`src/rtl/hmtp_pkg.sv`:
```
`timescale 1ns / 1ps

package hmtp_pkg;

	localparam int COORD_BITS = 16;
	localparam logic [COORD_BITS-1:0] COORD_MAX = '1;
	localparam logic [31:0] WHITE_COLOR = 32'h00FF_FFFF;

	localparam logic [7:0] CH_NL    = 8'h0A;
	localparam logic [7:0] CH_COMMA = 8'h2C;
	localparam logic [7:0] CH_MINUS = 8'h2D;
	localparam logic [7:0] CH_ZERO  = 8'h30;
	localparam logic [7:0] CH_NINE  = 8'h39;
	localparam logic [7:0] CH_UP_A  = 8'h41;
	localparam logic [7:0] CH_UP_F  = 8'h46;
	localparam logic [7:0] CH_UP_X  = 8'h58;
	localparam logic [7:0] CH_UP_Z  = 8'h5A;
	localparam logic [7:0] CH_LO_A  = 8'h61;
	localparam logic [7:0] CH_LO_F  = 8'h66;
	localparam logic [7:0] CH_LO_X  = 8'h78;
	localparam logic [7:0] CH_LO_Z  = 8'h7A;

	typedef enum logic [2:0] {
		MODE_IDLE,
		MODE_HDIG,
		MODE_HSKIP,
		MODE_CHEX,
		MODE_CSKIP
	} mode_t;

	typedef struct packed {
		mode_t                 mode;
		logic [31:0]           hacc;
		logic                  neg;
		logic [31:0]           cacc;
		logic [1:0]            cpos;
		logic                  cseen;
		logic [COORD_BITS-1:0] col;
		logic [COORD_BITS-1:0] row;
		logic                  line_text;
	} state_t;

	typedef struct packed {
		logic [COORD_BITS-1:0] column;
		logic [COORD_BITS-1:0] row;
		logic signed [31:0]    height;
		logic [31:0]           color;
		logic                  default_color;
	} point_t;

	localparam state_t STATE_RESET = '{
		mode:      MODE_IDLE,
		hacc:      32'd0,
		neg:       1'b0,
		cacc:      32'd0,
		cpos:      2'd0,
		cseen:     1'b0,
		col:       '0,
		row:       '0,
		line_text: 1'b0
	};

	function automatic logic is_digit(input logic [7:0] c);
		return (c >= CH_ZERO) && (c <= CH_NINE);
	endfunction

	function automatic logic is_alpha(input logic [7:0] c);
		return ((c >= CH_LO_A) && (c <= CH_LO_Z)) || ((c >= CH_UP_A) && (c <= CH_UP_Z));
	endfunction

	function automatic logic is_hex(input logic [7:0] c);
		return is_digit(c) || ((c >= CH_UP_A) && (c <= CH_UP_F)) ||
			((c >= CH_LO_A) && (c <= CH_LO_F));
	endfunction

	// letters a-f / A-F have low nibble 1..6
	function automatic logic [3:0] hex_val(input logic [7:0] c);
		logic [3:0] v;
		if (is_digit(c)) begin
			v = c[3:0];
		end else begin
			v = 4'(c[3:0] + 4'd9);
		end
		return v;
	endfunction

	function automatic point_t make_point(input state_t st);
		point_t p;
		p.column        = st.col;
		p.row           = st.row;
		p.height        = st.neg ? $signed(32'(~st.hacc + 32'd1)) : $signed(st.hacc);
		p.color         = st.cseen ? st.cacc : WHITE_COLOR;
		p.default_color = ~st.cseen;
		return p;
	endfunction

endpackage

```
`src/rtl/height_map_text_parser.sv`:
```
`timescale 1ns / 1ps

// Height-map text parser. Takes one text byte per beat on the input channel and
// gives at most one point per byte on the output channel, with its column, row,
// signed height and color. Each byte is parsed in one combinational pass from
// the token state register, so a byte can be accepted every cycle while the
// output buffer has room; the point from the byte that ends its token is
// registered into a two-entry output buffer, which lets input continue for
// one more point while the output stalls; input waits only when both are full.
module height_map_text_parser (
	input  logic                              clk,
	input  logic                              arst_n,
	input  logic                              in_valid,
	output logic                              in_ready,
	input  logic [7:0]                        ch,
	input  logic                              last,
	output logic                              out_valid,
	input  logic                              out_ready,
	output logic [hmtp_pkg::COORD_BITS-1:0]   column,
	output logic [hmtp_pkg::COORD_BITS-1:0]   row,
	output logic signed [31:0]                height,
	output logic [31:0]                       color,
	output logic                              default_color
);

	hmtp_pkg::state_t st_q;
	hmtp_pkg::state_t st_nxt;
	hmtp_pkg::point_t pt;
	hmtp_pkg::point_t head_q;
	hmtp_pkg::point_t spare_q;
	logic             emit;
	logic [1:0]       cnt_q;
	logic             in_fire;
	logic             push;
	logic             pop;

	hmtp_step u_step (
		.st   (st_q),
		.ch   (ch),
		.last (last),
		.nxt  (st_nxt),
		.emit (emit),
		.pt   (pt)
	);

	assign in_ready  = (cnt_q != 2'd2);
	assign in_fire   = in_valid && in_ready;
	assign push      = in_fire && emit;
	assign out_valid = (cnt_q != 2'd0);
	assign pop       = out_valid && out_ready;

	always_ff @(posedge clk or negedge arst_n) begin
		if (!arst_n) begin
			st_q  <= hmtp_pkg::STATE_RESET;
			cnt_q <= 2'd0;
		end else begin
			if (in_fire) begin
				st_q <= st_nxt;
			end
			cnt_q <= 2'(cnt_q + {1'b0, push} - {1'b0, pop});
		end
	end

	// head entry drives the ports, spare catches a point while the head stalls
	always_ff @(posedge clk) begin
		if (pop) begin
			if (cnt_q == 2'd2) begin
				head_q <= spare_q;
			end else if (push) begin
				head_q <= pt;
			end
		end else if (push) begin
			if (cnt_q == 2'd0) begin
				head_q <= pt;
			end else begin
				spare_q <= pt;
			end
		end
	end

	assign column        = head_q.column;
	assign row           = head_q.row;
	assign height        = head_q.height;
	assign color         = head_q.color;
	assign default_color = head_q.default_color;

endmodule

```
`src/rtl/hmtp_step.sv`:
```
`timescale 1ns / 1ps

module hmtp_step (
	input  hmtp_pkg::state_t st,
	input  logic [7:0]       ch,
	input  logic             last,
	output hmtp_pkg::state_t nxt,
	output logic             emit,
	output hmtp_pkg::point_t pt
);

	logic takes;
	hmtp_pkg::state_t nx;

	always_comb begin
		nx    = st;
		takes = 1'b0;
		emit  = 1'b0;
		pt    = hmtp_pkg::make_point(st);

		unique case (st.mode)
			hmtp_pkg::MODE_HDIG: begin
				priority if (hmtp_pkg::is_digit(ch)) begin
					takes   = 1'b1;
					nx.hacc = 32'(st.hacc * 32'd10) + 32'(ch[3:0]);
				end else if (ch == hmtp_pkg::CH_MINUS) begin
					takes   = 1'b1;
					nx.mode = hmtp_pkg::MODE_HSKIP;
				end else if (ch == hmtp_pkg::CH_COMMA) begin
					takes    = 1'b1;
					nx.mode  = hmtp_pkg::MODE_CHEX;
					nx.cseen = 1'b1;
					nx.cacc  = 32'd0;
					nx.cpos  = 2'd0;
				end else begin
					takes = 1'b0;
				end
			end
			hmtp_pkg::MODE_HSKIP: begin
				priority if (hmtp_pkg::is_digit(ch) || ch == hmtp_pkg::CH_MINUS) begin
					takes = 1'b1;
				end else if (ch == hmtp_pkg::CH_COMMA) begin
					takes    = 1'b1;
					nx.mode  = hmtp_pkg::MODE_CHEX;
					nx.cseen = 1'b1;
					nx.cacc  = 32'd0;
					nx.cpos  = 2'd0;
				end else begin
					takes = 1'b0;
				end
			end
			hmtp_pkg::MODE_CHEX: begin
				// x prefix only right after a leading zero
				priority if ((ch == hmtp_pkg::CH_LO_X || ch == hmtp_pkg::CH_UP_X) &&
						st.cpos == 2'd1) begin
					takes   = 1'b1;
					nx.cpos = 2'd2;
				end else if (hmtp_pkg::is_hex(ch)) begin
					takes   = 1'b1;
					nx.cacc = {st.cacc[27:0], hmtp_pkg::hex_val(ch)};
					nx.cpos = (st.cpos == 2'd0 && ch == hmtp_pkg::CH_ZERO) ? 2'd1 : 2'd2;
				end else if (hmtp_pkg::is_alpha(ch)) begin
					takes   = 1'b1;
					nx.mode = hmtp_pkg::MODE_CSKIP;
				end else begin
					takes = 1'b0;
				end
			end
			hmtp_pkg::MODE_CSKIP: begin
				takes = hmtp_pkg::is_digit(ch) || hmtp_pkg::is_alpha(ch);
			end
			default: begin
				takes = 1'b0;
			end
		endcase

		// token ends on a byte it does not take
		if (st.mode != hmtp_pkg::MODE_IDLE && !takes) begin
			emit     = 1'b1;
			pt       = hmtp_pkg::make_point(st);
			nx.col   = (st.col < hmtp_pkg::COORD_MAX) ?
				hmtp_pkg::COORD_BITS'(st.col + 1'b1) : st.col;
			nx.mode  = hmtp_pkg::MODE_IDLE;
			nx.hacc  = 32'd0;
			nx.neg   = 1'b0;
			nx.cacc  = 32'd0;
			nx.cpos  = 2'd0;
			nx.cseen = 1'b0;
		end

		if (nx.mode == hmtp_pkg::MODE_IDLE) begin
			if (ch == hmtp_pkg::CH_MINUS) begin
				nx.mode = hmtp_pkg::MODE_HDIG;
				nx.neg  = 1'b1;
			end else if (hmtp_pkg::is_digit(ch)) begin
				nx.mode = hmtp_pkg::MODE_HDIG;
				nx.hacc = 32'(ch[3:0]);
			end
		end

		if (ch == hmtp_pkg::CH_NL) begin
			if (st.line_text && st.row < hmtp_pkg::COORD_MAX) begin
				nx.row = hmtp_pkg::COORD_BITS'(st.row + 1'b1);
			end
			nx.line_text = 1'b0;
			nx.col       = '0;
		end else begin
			nx.line_text = 1'b1;
		end

		// flush on the final byte unless a point already left on it
		if (last) begin
			if (nx.mode != hmtp_pkg::MODE_IDLE && !emit) begin
				emit = 1'b1;
				pt   = hmtp_pkg::make_point(nx);
			end
			nx = hmtp_pkg::STATE_RESET;
		end

		nxt = nx;
	end

endmodule
```
`config.mk`:
```
export PLATFORM = sky130hd
export DESIGN_NAME = height_map_text_parser
export DESIGN_NICKNAME = d
export VERILOG_FILES = /design/src/rtl/hmtp_pkg.sv /design/src/rtl/height_map_text_parser.sv /design/src/rtl/hmtp_step.sv
export SDC_FILE = /design/constraint.sdc
export NUM_CORES = 1
export LEC_CHECK = 0
export ABC_AREA = 1
export ABC_CLOCK_PERIOD_IN_PS = 9100
export BUFFER_PORTS_ARGS = -buffer_cell sky130_fd_sc_hd__clkbuf_2
export CAP_MARGIN = 10
export CORE_MARGIN = 5
export CORE_UTILIZATION = 45
export CTS_BUF_LIST = sky130_fd_sc_hd__clkbuf_4 sky130_fd_sc_hd__clkbuf_8
export CTS_CLUSTER_SIZE = 28
export DETAILED_ROUTE_END_ITERATION = 12
export PLACE_DENSITY_LB_ADDON = 0.08
export RECOVER_POWER = 100
export REMOVE_ABC_BUFFERS = 1
export SLEW_MARGIN = 20
export SYNTH_ARGS = -nofsm -noshare
export SYNTH_HDL_FRONTEND = slang
export SYNTH_SLANG_ARGS = --single-unit
```
`constraint.sdc`:
```
create_clock -name clk -period 9.1 [get_ports clk]
set_input_delay 0.91 -clock clk [delete_from_list [all_inputs] [get_ports clk]]
set_output_delay 0.91 -clock clk [all_outputs]
set_load 0.01 [all_outputs]
```
==> results, run 1 <==
- Data on the critical path is required at its endpoint by 9.46 ns.
- In this run the static leakage power is 9.40 nW.
- The setup TNS is 0 ns.
- For the pin with the worst max-slew slack, the measured transition is 4.27 ns.
- Yosys mapped the design onto 57 distinct sky130hd cell types.
- After synthesis, the most frequently instantiated cells are 784 x sky130_fd_sc_hd__nand2_1, 294 x sky130_fd_sc_hd__inv_1, 194 x sky130_fd_sc_hd__edfxtp_1.
- The end of the worst hold path is spare_q[86].
- In this run the standard cell core region covers 43100 µm².
- No sink is reached through more buffers than the 3 on the longest clock path.
- Timing analysis after detailed placement gives a worst setup slack of 3.41 ns.
- The net count of the finished layout is 2703.
- The startpoint identified for the worst hold timing path is st_q[22].
- The largest driver fanout on the critical path is 46.
- The total non-filler cell area in the finished layout is 21500 µm².
- The number of global-route vias before repair was 16700.
- Yosys mapped a number of flops with a built-in enable equal to 194.
- The number of antenna violations at the first check in global routing is 0.
- The post-DP HPWL is 41.2 mm.
- The share of the synthesized area in the top cell type is 29.7%.
- The setup check on the worst reg-to-reg path leaves a slack of 2.04 ns.
- In this run, post-CTS hold repair placed 0 buffers.
- For the worst setup path, the data arrival time is 7.42 ns.
- Timing would allow up to 142 MHz.
- Traced cell by cell, the critical path runs through inv_1, nor2_1, clkinv_1, nand2_1, clkinv_1, nand2_1, nand2_8, clkinvlp_2, nor2_1, clkbuf_1, inv_2, a21oi_1, o21ai_0, o21a_1, nor2_1, nor2_1.
- The most used flip-flop cell after synthesis is sky130_fd_sc_hd__edfxtp_1.
- In this run the worst hold path is classified as reg -> reg.
- The root buffer cell chosen for the clock tree is sky130_fd_sc_hd__clkbuf_8.
- The number of DRC violations after detailed routing is 0.
- The count of buffers from port buffering is 111.
- The synthesized netlist occupies a cell area of 19600 µm².
- Yosys attributes the largest share of cell area to sky130_fd_sc_hd__edfxtp_1 30%, sky130_fd_sc_hd__nand2_1 15%, sky130_fd_sc_hd__dfrtp_1 14%, sky130_fd_sc_hd__inv_1 5.6%, sky130_fd_sc_hd__ha_1 4.4%.
- The cell row count is 76.
- The share of the cycle needed by the critical path after routing is 77.6%.
- TritonCTS created 52 clock buffers.
- Headroom to the max-slew limit came out at -185%.
- The number of clock sinks is 300.
- The area added between synthesis and finish is 9.54%.
- The count of final hold-check violations is 0.
- The die span in y is 219 µm.
- For this configuration, the core starts out at a cell density of 45.6%.
- In this run, post-CTS repair resized a total of 0 instances.
- 0 antenna diodes ended up in the layout.
- The max-slew violation total from the final report is 404.
- The count of nets left with antenna violations once routing finished came out at 0.
- The most frequent cell on the critical path is sky130_fd_sc_hd__nor2_1.
- Once routing completed, OpenROAD measured the worst setup slack at 2.04 ns.
- Across all layers, the routed design uses 17500 vias.
- The checks that failed: capacitance limit, slew limit.
- The clock tree from TritonCTS is yes.
- The share of synthesized flip-flops with an asynchronous set or reset is 35.3%.
- The placement-stage cell area is 20600 µm².
- After technology mapping, the gate count stands at 2557.
- The first global-routing pass estimated 90.8 mm of wire.
- The ratio of total power to cell area is 166 nW/µm².
- Hold is met by 0.470 ns.
- The clock reaches the later pin of the worst-skew pair after 0.62 ns.
- The worst setup path is launched from a flop.
- Of the synthesized area, sequential elements account for 43.2%.
- The number of detailed-route iterations in the first pass is 5.
- For the final database, setup skew stands at 0.0254 ns.
- Among all stages on the critical path, the largest delay is contributed by sky130_fd_sc_hd__clkbuf_1.
- At the end of routability-driven placement, the weighted congestion stood at 0.912.
- The library cell with the largest summed area after synthesis is sky130_fd_sc_hd__edfxtp_1.
- The floorplan die area is 47900 µm².
- In this run the mean area of a mapped cell was 7.67 µm².
- The clock tree synthesis step divided the H-tree into 2 levels.
- The number of ports placed on the die boundary is 112.
- The die is 219 µm wide.
- The total of max-cap violations is 9.
- Global routing finished with a remaining overflow of 0.
- After synthesis the netlist holds a flip-flop and latch count of 300.
- The flow ran to the end, but the final reports show violations.
- The number of vias per cell is 5.38.
- The capture point of the worst reg-to-reg path is height[1].
- The nature of the critical path endpoint is a flop.
- Entering global routing, the biggest net connects 82 pins.
- For this run, the number of Yosys warnings is 0.
- The setup path with the least slack is of type reg -> reg.
- The peak per-stage delay on the critical path is 1.19 ns.
- The worst register-to-register path begins at st_q[101].
- Dividing the detail-routed wire length by the instance count gives 17.8 µm.
- In the final layout, the share of cells above drive strength 1 is 7.25%.
- The clock input transition at the sequential cells of the worst setup and hold paths is 0.06 ns.
- The count of endpoints failing setup in the final report is 0.
- Along the worst hold path, the cell count comes to 0.
- Counting cells, the worst reg-to-reg path comes to 16.
- Across the VDD grid, the largest voltage drop is 99.5 µV.
- After clock tree synthesis, the setup repair step added 0 buffers.
- Global routing consumed, over all layers together, 23.6% of the routing resources.
- Setup repair after global routing left no endpoint under its margin.
- The routed design has 57.7 mm of wire.
- The number of DRC markers after the initial detailed-route iteration is 1474.
- By instance count, the leading cell after synthesis is sky130_fd_sc_hd__nand2_1.
- Subtracting the final worst setup slack from the clock period gives 7.06 ns.
cell usage in the layout (no fill, tap or decap), types with 11 or more instances in the layout:
cell,synthesis,layout
sky130_fd_sc_hd__nand2_1,784,789
sky130_fd_sc_hd__inv_1,294,294
sky130_fd_sc_hd__edfxtp_1,194,194
sky130_fd_sc_hd__nor2_1,168,169
sky130_fd_sc_hd__nand3_1,156,156
sky130_fd_sc_hd__o21ai_0,129,144
sky130_fd_sc_hd__clkbuf_1,90,107
sky130_fd_sc_hd__dfrtp_1,106,106
sky130_fd_sc_hd__o22ai_1,103,103
sky130_fd_sc_hd__a21oi_1,84,84
sky130_fd_sc_hd__ha_1,69,69
sky130_fd_sc_hd__xor2_1,67,67
sky130_fd_sc_hd__clkbuf_8,0,57
sky130_fd_sc_hd__nand4_1,40,40
sky130_fd_sc_hd__nor3_1,26,26
sky130_fd_sc_hd__o211ai_1,26,26
sky130_fd_sc_hd__clkbuf_4,0,25
sky130_fd_sc_hd__nand2_2,22,17
sky130_fd_sc_hd__nor2_2,16,15
sky130_fd_sc_hd__inv_2,14,13
sky130_fd_sc_hd__xnor2_1,11,11
sky130_fd_sc_hd__o221ai_1,11,11
sky130_fd_sc_hd__a22oi_1,11,11
sky130_fd_sc_hd__clkbuf_2,0,11
cell families after synthesis:
kind of cell,synth area share (%)
simple gates,27.4
fa+ha+maj,4.60
buf+inv,8.59
flops,43.2
compound gates,12.7
xor+xnor,3.48
worst max-delay path: cells and delay by family (launching register included):
family	cells	cell delay, ns
AOI/OAI and AO/OA	3	0.51
buffers and inverters	6	3.55
DFF	1	0.50
and+or+nand+nor	7	2.20
where the power goes:
group / leakage [nW] / switching, mW / internal (mW)
registers: 3.21 / 0.0462 / 1.58
clock network: 0.600 / 0.582 / 0.767
logic: 5.59 / 0.455 / 0.147
total: 9.40 / 1.08 / 2.49
metal layers:
| layer | part of all wire [%] | global-route usage (%) | routed length (µm) |
|---|---|---|---|
| met5 | 0 | 0 | 0 |
| met4 | 2.1 | 6.55 | 1210 |
| met3 | 6.2 | 3.50 | 3570 |
| met2 | 44 | 36.8 | 25300 |
| met1 | 48 | 34.5 | 27600 |
worst max path at each step:
stage / start / end / slack, ns / cells after the start
after floorplan: ch[1] / color[0] / 1.82 / 14
after global placement: st_q[101] / color[18] / 3.65 / 13
after detailed placement: st_q[101] / color[2] / 3.41 / 13
after CTS: st_q[101] / color[18] / 3.40 / 13
after global routing: st_q[101] / color[1] / 1.53 / 12
final: st_q[101] / height[1] / 2.04 / 16
flip-flops by register name (all words and copies together) (netlist names):
| name | flops |
|---|---|
| column | 16 |
| color | 32 |
| height | 32 |
| spare_q | 97 |
| st_q | 104 |
| default_color | 1 |
| row | 16 |
| cnt_q | 2 |
per-stage QoR:
stage          utilization [%]  std cells  power, mW
6_report                  49.9       3248       3.57
5_1_grt                   49.9       3248       3.75
4_1_cts                   50.4       3247       3.63
3_5_place_dp              47.7       3149       2.27
3_3_place_gp              47.7       3149       2.27
2_1_floorplan                -       2439       2.02
final cells by class:
type                    instances  area [µm²]
repair buffers                126         529
fillers                      4360       21600
clock buffers                  82         972
clock inverters                16         169
flip-flops and latches        300        8480
well taps                     585         732
inverters                     315        1180
multi-input cells            1824        9430
No activity file was read; power rests on OpenSTA's default activity.
==> inputs of run 2 (changes only) <==
--- a/config.mk
+++ b/config.mk
@@ -6,7 +6,7 @@
 export NUM_CORES = 1
 export LEC_CHECK = 0
 export ABC_AREA = 1
-export ABC_CLOCK_PERIOD_IN_PS = 9100
+export ABC_CLOCK_PERIOD_IN_PS = 7200
 export BUFFER_PORTS_ARGS = -buffer_cell sky130_fd_sc_hd__clkbuf_2
 export CAP_MARGIN = 10
 export CORE_MARGIN = 5
==> constraint.sdc (replaced) <==
create_clock -name clk -period 7.2 [get_ports clk]
set_input_delay 0.72 -clock clk [delete_from_list [all_inputs] [get_ports clk]]
set_output_delay 0.72 -clock clk [all_outputs]
set_load 0.01 [all_outputs]
==> run 2 against run 1 <==
  * The run still ends with capacitance limit, slew limit left
  * Sequential share of layout area increased by 0.083 points
  * First-iteration DRC count increased by 4.7%
  * Die area stayed put
  * Sequential power grew 27%
  * Sequential cell count did not move
==> results, run 2 (synthesized netlist as in run 1, its figures left out) <==
- The classification of the worst setup path is in -> reg.
- The number of ports placed on the die boundary is 112.
- Timing would allow up to 171 MHz.
- The setup check on the worst reg-to-reg path leaves a slack of 1.44 ns.
- The flip-flop count of the largest register, all copies and words added is 104.
- During placement, the flow inserted port buffers numbering 111.
- Leaving out fill and tap cells, the most frequent cell in the layout is sky130_fd_sc_hd__nand2_1.
- The source-to-sink clock delay at the later pin of the worst-skew pair is 0.63 ns.
- The largest driver fanout on the critical path is 46.
- Traced cell by cell, the critical path runs through clkbuf_1, inv_1, ha_1, inv_1, nand3_1, nand3_1, nand2_1, o21ai_0, nand2_1, nor2_1, nand2_8, a21oi_1, inv_1, ha_1, nor2_4, clkbuf_2.
- The core box area is 43100 µm².
- Detailed routing inserted a total of 17600 vias.
- The global-route total usage across every layer is 23.4%.
- The die covers 47900 µm².
- The number of buffers between clock root and the deepest sink is 3.
- The startpoint kind of the worst setup timing path is an input pin.
- The clock net in this run drives a total of 300 sinks.
- Clock-pin slew was measured on the worst setup and hold paths at 0.06 ns.
- The most numerous cell type found on the critical path is sky130_fd_sc_hd__inv_1.
- The congestion estimate from routability-driven global placement came to 0.884.
- In this run the horizontal extent of the chip is 219 µm.
- The number of instances resized during post-cts repair is 0.
- 0 antenna diodes ended up in the layout.
- The total wirelength of the detailed-routed design is 57.1 mm.
- At the pin with the least slew margin, the transition time is 3.69 ns.
- The number of antenna violations at the first check in global routing was 0.
- The detail route stage leaves a number of antenna-violating nets equal to 0.
- The number of buffers inserted during clock tree synthesis is 53.
- Measured against its own limit, the worst slew margin works out to -146%.
- The share of the cycle needed by the critical path after routing is 81.0%.
- Leaving out fill and tap cells, the most frequent cells in the layout are 790 x sky130_fd_sc_hd__nand2_1, 294 x sky130_fd_sc_hd__inv_1, 194 x sky130_fd_sc_hd__edfxtp_1, 172 x sky130_fd_sc_hd__nor2_1, 159 x sky130_fd_sc_hd__nand3_1.
- The filler cells instantiated in the layout total 4350.
- In this design, the stage delay of the slowest critical-path cell is 0.96 ns.
- The max-slew violation total from the final report is 264.
- Setup repair after global routing left no endpoint under its margin.
- The average wire length per cell after detail routing is 17.5 µm.
- Entering global routing, the biggest net connects 82 pins.
- In this run the number of H-tree levels came out at 2.
- Across the routed clock network, the largest skew measured is 0.0305 ns.
- The minimum clock period after layout is 5.83 ns.
- The area added between synthesis and finish is 9.31%.
- The number of vias per cell is 5.40.
- The worst min-delay path class is in -> reg.
- Hold is met by 0.400 ns.
- The total overflow left after global routing is 0.
- The final layout contains 2707 nets.
- Once the clock tree was built, the setup fixing pass inserted 0 buffers.
- The number of DRC violations after detailed routing is 0.
- TritonCTS built the clock tree.
- In this run the power density over the cells is 209 nW/µm².
- The count of endpoints failing setup in the final report is 0.
- The count of final hold-check violations came to 0.
- The required time of the critical path is 7.42 ns.
- Setup total negative slack on the finished layout was measured at 0 ns.
- For this block, the initial DRC count from the detailed router was 1544.
- The largest registers in the layout are st_q (104), spare_q (97).
- The critical-path cell with the highest stage delay is sky130_fd_sc_hd__clkbuf_2.
- The number of global-route vias before repair is 16700.
- The static leakage is 9.39 nW.
- The total of max-cap violations is 6.
- The die is 219 µm tall.
- The cell row count is 76.
- More flip-flops sit in one register than any other, and that register is st_q.
- Together, buffers and inverters on the worst path number 5.
- The worst setup path is captured at a flop.
- In this run the clock root is driven by a sky130_fd_sc_hd__clkbuf_8.
- The initial core utilization is 45.6%.
- The first detailed-routing pass ran for 6 iterations.
- Grouping stages by cell kind, the critical path spends the most delay in simple AND/OR/NAND/NOR gates.
- For the worst setup path, the data arrival time is 6.06 ns.
- The flow ran to the end, but the final reports show violations.
- The proportion of layout cells with a drive suffix above 1 is 6.93%.
- The post-DP HPWL is 41.0 mm.
- The cts-stage hold buffer count is 0.
- The final reports fail on capacitance limit, slew limit.
- The wire length of the first global-routing pass is 90.7 mm.
- VDD sags by at most 178 µV.
## run 2: changes by cell type in the layout (fill, tap and decap cells not counted), moves of 2 or more
| cell | change |
|---|---|
| sky130_fd_sc_hd__clkbuf_8 | +6 |
| sky130_fd_sc_hd__clkbuf_4 | -5 |
| sky130_fd_sc_hd__clkinv_1 | +3 |
| sky130_fd_sc_hd__nand3_1 | +3 |
| sky130_fd_sc_hd__nor2_1 | +3 |
| sky130_fd_sc_hd__buf_4 | +2 |
| sky130_fd_sc_hd__clkinvlp_4 | -2 |
| sky130_fd_sc_hd__nand3_2 | -2 |
| sky130_fd_sc_hd__nor2_2 | -2 |
| sky130_fd_sc_hd__o21ai_0 | +2 |
| sky130_fd_sc_hd__o21ai_2 | -2 |
## run 2: stage by stage
step           cells  cell area, µm²  utilization [%]  setup WS [ns]  power (mW)
6_report        3253           21400             49.8           1.37        4.49
5_1_grt         3253           21400             49.8          0.907        4.70
3_3_place_gp    3153           20600             47.8           1.92        2.85
4_1_cts         3253           21700             50.4           2.10        4.57
3_5_place_dp    3153           20600             47.8           1.81        2.86
2_1_floorplan   2439           19100                -          0.110        2.55
## run 2: cell type report
type                            instances  area [µm²]  share of cell area [%]
Inverter                              315        1190                    5.53
Sequential cell                       300        8480                    39.5
Tap cell                              585         732                    3.41
Clock buffer                           83        1020                    4.74
Clock inverter                         17         128                   0.595
Multi-Input combinational cell       1824        9380                    43.7
Timing Repair Buffer                  129         533                    2.48
## run 2: worst paths after layout
path                            from          end  cells after the start
hold reg to reg             st_q[22]  spare_q[86]                      0
setup reg to reg           st_q[102]       row[3]                     14
hold / removal                  last     st_q[35]                      2
min in group asynchronous     arst_n     st_q[67]                      1
setup / recovery               ch[0]       row[3]                     16
max in group asynchronous     arst_n     st_q[69]                      2
## run 2: worst reg2reg max path, cell delays in order (launching register included)
cell	delay (ns)
sky130_fd_sc_hd__dfrtp_1	0.54
sky130_fd_sc_hd__nand2_1	0.18
sky130_fd_sc_hd__nor2_1	0.22
sky130_fd_sc_hd__clkinv_1	0.09
sky130_fd_sc_hd__clkbuf_1	0.46
sky130_fd_sc_hd__nand2_1	0.12
sky130_fd_sc_hd__nand2_1	0.11
sky130_fd_sc_hd__nand2_1	0.06
sky130_fd_sc_hd__nor2_1	0.60
sky130_fd_sc_hd__nand2_8	0.41
sky130_fd_sc_hd__a21oi_1	0.46
sky130_fd_sc_hd__inv_1	0.17
sky130_fd_sc_hd__ha_1	0.24
sky130_fd_sc_hd__nor2_4	0.70
sky130_fd_sc_hd__clkbuf_2	0.96
## run 2: power by group
part	internal, mW	switching [mW]	total (mW)
Sequential	1.99	0.0567	2.05
Combinational	0.174	0.565	0.739
Clock	0.968	0.729	1.70
## run 2: metal layers
layer	vias to the layer above	track usage, %	share of wire (%)
met3	89	3.41	6.1
li1	8663	-	-
met5	-	0	0
met1	8273	35.0	49
met2	529	35.9	43
met4	0	5.71	2.1
==> inputs of run 3 (changes only) <==
--- a/config.mk
+++ b/config.mk
@@ -6,7 +6,7 @@
 export NUM_CORES = 1
 export LEC_CHECK = 0
 export ABC_AREA = 1
-export ABC_CLOCK_PERIOD_IN_PS = 7200
+export ABC_CLOCK_PERIOD_IN_PS = 5100
 export BUFFER_PORTS_ARGS = -buffer_cell sky130_fd_sc_hd__clkbuf_2
 export CAP_MARGIN = 10
 export CORE_MARGIN = 5
==> constraint.sdc (replaced) <==
create_clock -name clk -period 5.1 [get_ports clk]
set_input_delay 0.51 -clock clk [delete_from_list [all_inputs] [get_ports clk]]
set_output_delay 0.51 -clock clk [all_outputs]
set_load 0.01 [all_outputs]
==> run 3 against run 2 <==
  * The run still ends with capacitance limit, slew limit left
  * Global-route usage down 0.10 points
  * Non-clock buffer count grew 17
  * Sequential share of layout area shrank 0.32 points
  * Sequential cell count unchanged
  * Largest cell class unchanged
  * Highest routed layer unchanged
==> results, run 3 (synthesized netlist as in run 1, its figures left out) <==
- The number of ports placed on the die boundary is 112.
- In this design, the stage delay of the slowest critical-path cell is 0.47 ns.
- In this run the tool buffered the top-level ports with 111 buffer cells.
- The first global-routing pass estimated 90.2 mm of wire.
- The critical-path cell with the highest stage delay is sky130_fd_sc_hd__dfrtp_1.
- The total wirelength of the detailed-routed design is 57.1 mm.
- The number of instances resized during post-cts repair is 0.
- Summed over all layers, the global routing overflow is 0.
- The share of the cycle needed by the critical path after routing is 90.5%.
- At the pin with the least slew margin, the transition time is 3.56 ns.
- The global routing met2 resource utilization is 36.4%.
- The largest driver fanout on the critical path is 5.
- The number of global-route vias before repair is 16800.
- The post-CTS repair timing setup buffer count is 0.
- Counting along the longest clock path gives a buffer depth of 3.
- The remaining antenna violation count is 0.
- The die span in y is 219 µm.
- The largest voltage drop on the vdd net is 324 µV.
- The maximum level of the CTS H-tree is 2.
- Setup repair after global routing left no endpoint under its margin.
- The largest registers in the layout are st_q (104), spare_q (97).
- The library cells used most frequently in the layout, excluding fill and tap cells, are 788 x sky130_fd_sc_hd__nand2_1, 296 x sky130_fd_sc_hd__inv_1, 194 x sky130_fd_sc_hd__edfxtp_1, 169 x sky130_fd_sc_hd__nor2_1, 157 x sky130_fd_sc_hd__nand3_1.
- STA classifies the critical path startpoint as a flop.
- STA classifies the critical path endpoint as a flop.
- The area growth from synthesis to layout is 10.2%.
- Counting cells, the worst reg-to-reg path comes to 28.
- Setup violations remaining at the end of the flow were counted as 0.
- The total non-filler cell area in the finished layout is 21600 µm².
- The register with the most flip-flops in the final layout is st_q.
- The count of final hold-check violations came to 0.
- The number of DRC markers after the initial detailed-route iteration is 1632.
- The number of antenna diodes in the final layout is 0.
- The register-to-register setup slack is 0.49 ns.
- In this run the power density over the cells is 294 nW/µm².
- The static leakage is 9.48 nW.
- After clock tree synthesis, the clock-pin slew on the worst setup and hold paths is 0.06 ns.
- Hold is met by 0.176 ns.
- For the worst-skew pair, the clock arrives at the later sink with an insertion delay of 0.64 ns.
- The clock tree from TritonCTS is yes.
- The number of clock sinks is 300.
- The launch point of the worst hold path is last.
- The congestion estimate from routability-driven global placement came to 0.885.
- The register with the most flip-flops in the layout has 104 of them.
- The region available for standard cell placement spans 43100 µm².
- The overall power of the completed layout is 6.37 mW.
- The floorplan step defined a die boundary enclosing 47900 µm².
- The flow ran to the end, but the final reports show violations.
- The max-slew violation total from the final report is 266.
- The headroom to the max-slew limit is -138%.
- After the flow finishes, the layout carries non-filler instances totaling 3268.
- The proportion of layout cells with a drive suffix above 1 is 7.64%.
- Clock tree synthesis inserted a total of 53 buffers.
- The pin count of the biggest net entering global routing is 68.
- In this run the worst hold path is classified as in -> reg.
- The endpoint identified for the worst register-to-register timing path is height[23].
- The worst hold path depth is 2.
- Data on the critical path is required at its endpoint by 5.58 ns.
- The end of the worst hold path is st_q[35].
- The global-route total usage across every layer is 23.3%.
- Detailed placement finished with a half-perimeter wire length of 41.0 mm.
- The total of max-cap violations is 5.
- The chip width is 219 µm.
- The global-route met1 utilization is 33.7%.
- The cell row count is 76.
- The critical path is of the reg -> reg type.
- The most common library cell in the layout ignoring fill and taps is sky130_fd_sc_hd__nand2_1.
- The startpoint identified for the worst register-to-register timing path is st_q[72].
- The number of detailed-route iterations in the first pass is 5.
- The total number of vias is 17800.
- The cts-stage hold buffer count is 1.
- The met3 global-route usage is 3.42%.
- After global routing, the most crowded layer is met2.
- The checks that failed: capacitance limit, slew limit.
- The clock tree skew after final layout is 0.0408 ns.
- Data arrives at the worst endpoint at 5.09 ns.
- After detailed routing, the number of remaining DRC violations is 0.
- The net count of the finished layout is 2724.
- The number of antenna violations at the first check in global routing is 0.
- The root buffer cell chosen for the clock tree is sky130_fd_sc_hd__clkbuf_8.
- By instance count, the cell type seen most on the critical path is sky130_fd_sc_hd__nand2_1.
- The number of vias per cell is 5.43.
- Based on the critical path, the design can be clocked at up to 217 MHz.
- Including well taps, the total number of placed cells is 3169.
- The minimum clock period after layout is 4.61 ns.
- Dividing the detail-routed wire length by the instance count gives 17.5 µm.
- The placement-stage cell area is 20700 µm².
- The initial core utilization is 45.6%.
[run 3: cell types whose count changed in the layout (fill, tap and decap cells not counted), sizes merged]
cell         before  now
buf               9   20
clkinvlp          1    2
clkinv           20   24
dlygate4sd3       0    1
bufinv            2    4
inv             309  310
clkbuf          203  198
[run 3: worst max-delay path by stage]
stage	slack [ns]	to	depth (start not counted)	startpoint
floorplan	-1.98	color[0]	11	st_q[101]
global placement	0.68	height[30]	27	st_q[70]
detailed placement	0.65	height[30]	27	st_q[70]
CTS	0.64	height[30]	27	st_q[72]
global route	0.12	height[23]	26	st_q[72]
finish	0.49	height[23]	28	st_q[72]
[run 3: metrics by stage]
stage | util, % | setup slack (ns) | TNS (ns)
6_report | 50.2 | 0.487 | 0
5_1_grt | 50.2 | 0.119 | 0
4_1_cts | 50.7 | 0.641 | 0
3_5_place_dp | 48.1 | 0.645 | 0
3_3_place_gp | 48.1 | 0.678 | 0
2_1_floorplan | - | -1.98 | -434.60
[run 3: metal layers]
metal / routed length, µm / vias to the layer above / share of wire (%)
li1: - / 8712 / -
met1: 26800 / 8331 / 47
met2: 25300 / 610 / 44
met3: 3570 / 99 / 6.2
met4: 1490 / 0 / 2.6
met5: 0 / - / 0
[run 3: where the power goes]
group          total (mW)  leakage [nW]  internal [mW]  switching, mW
combinational        1.08          5.67          0.271          0.811
sequential           2.89          3.21           2.81         0.0755
clock                2.40         0.600           1.36           1.04
total                6.37          9.48           4.44           1.93
[run 3: worst max-delay path, delay by kind of cell (launching register included)]
kind	cells	cell delay [ns]
flops	1	0.47
compound gates	1	0.35
fa+ha+maj	3	1.07
simple gates	22	2.38
buf+inv	2	0.19
[run 3: area by class of cell]
type | instances | area (µm²)
fill | 4323 | 21500
multi-input combinational | 1824 | 9430
sequential | 300 | 8480
inverter | 315 | 1190
clock buffer | 73 | 905
tap | 585 | 732
timing repair buffer | 146 | 666
clock inverter | 25 | 226
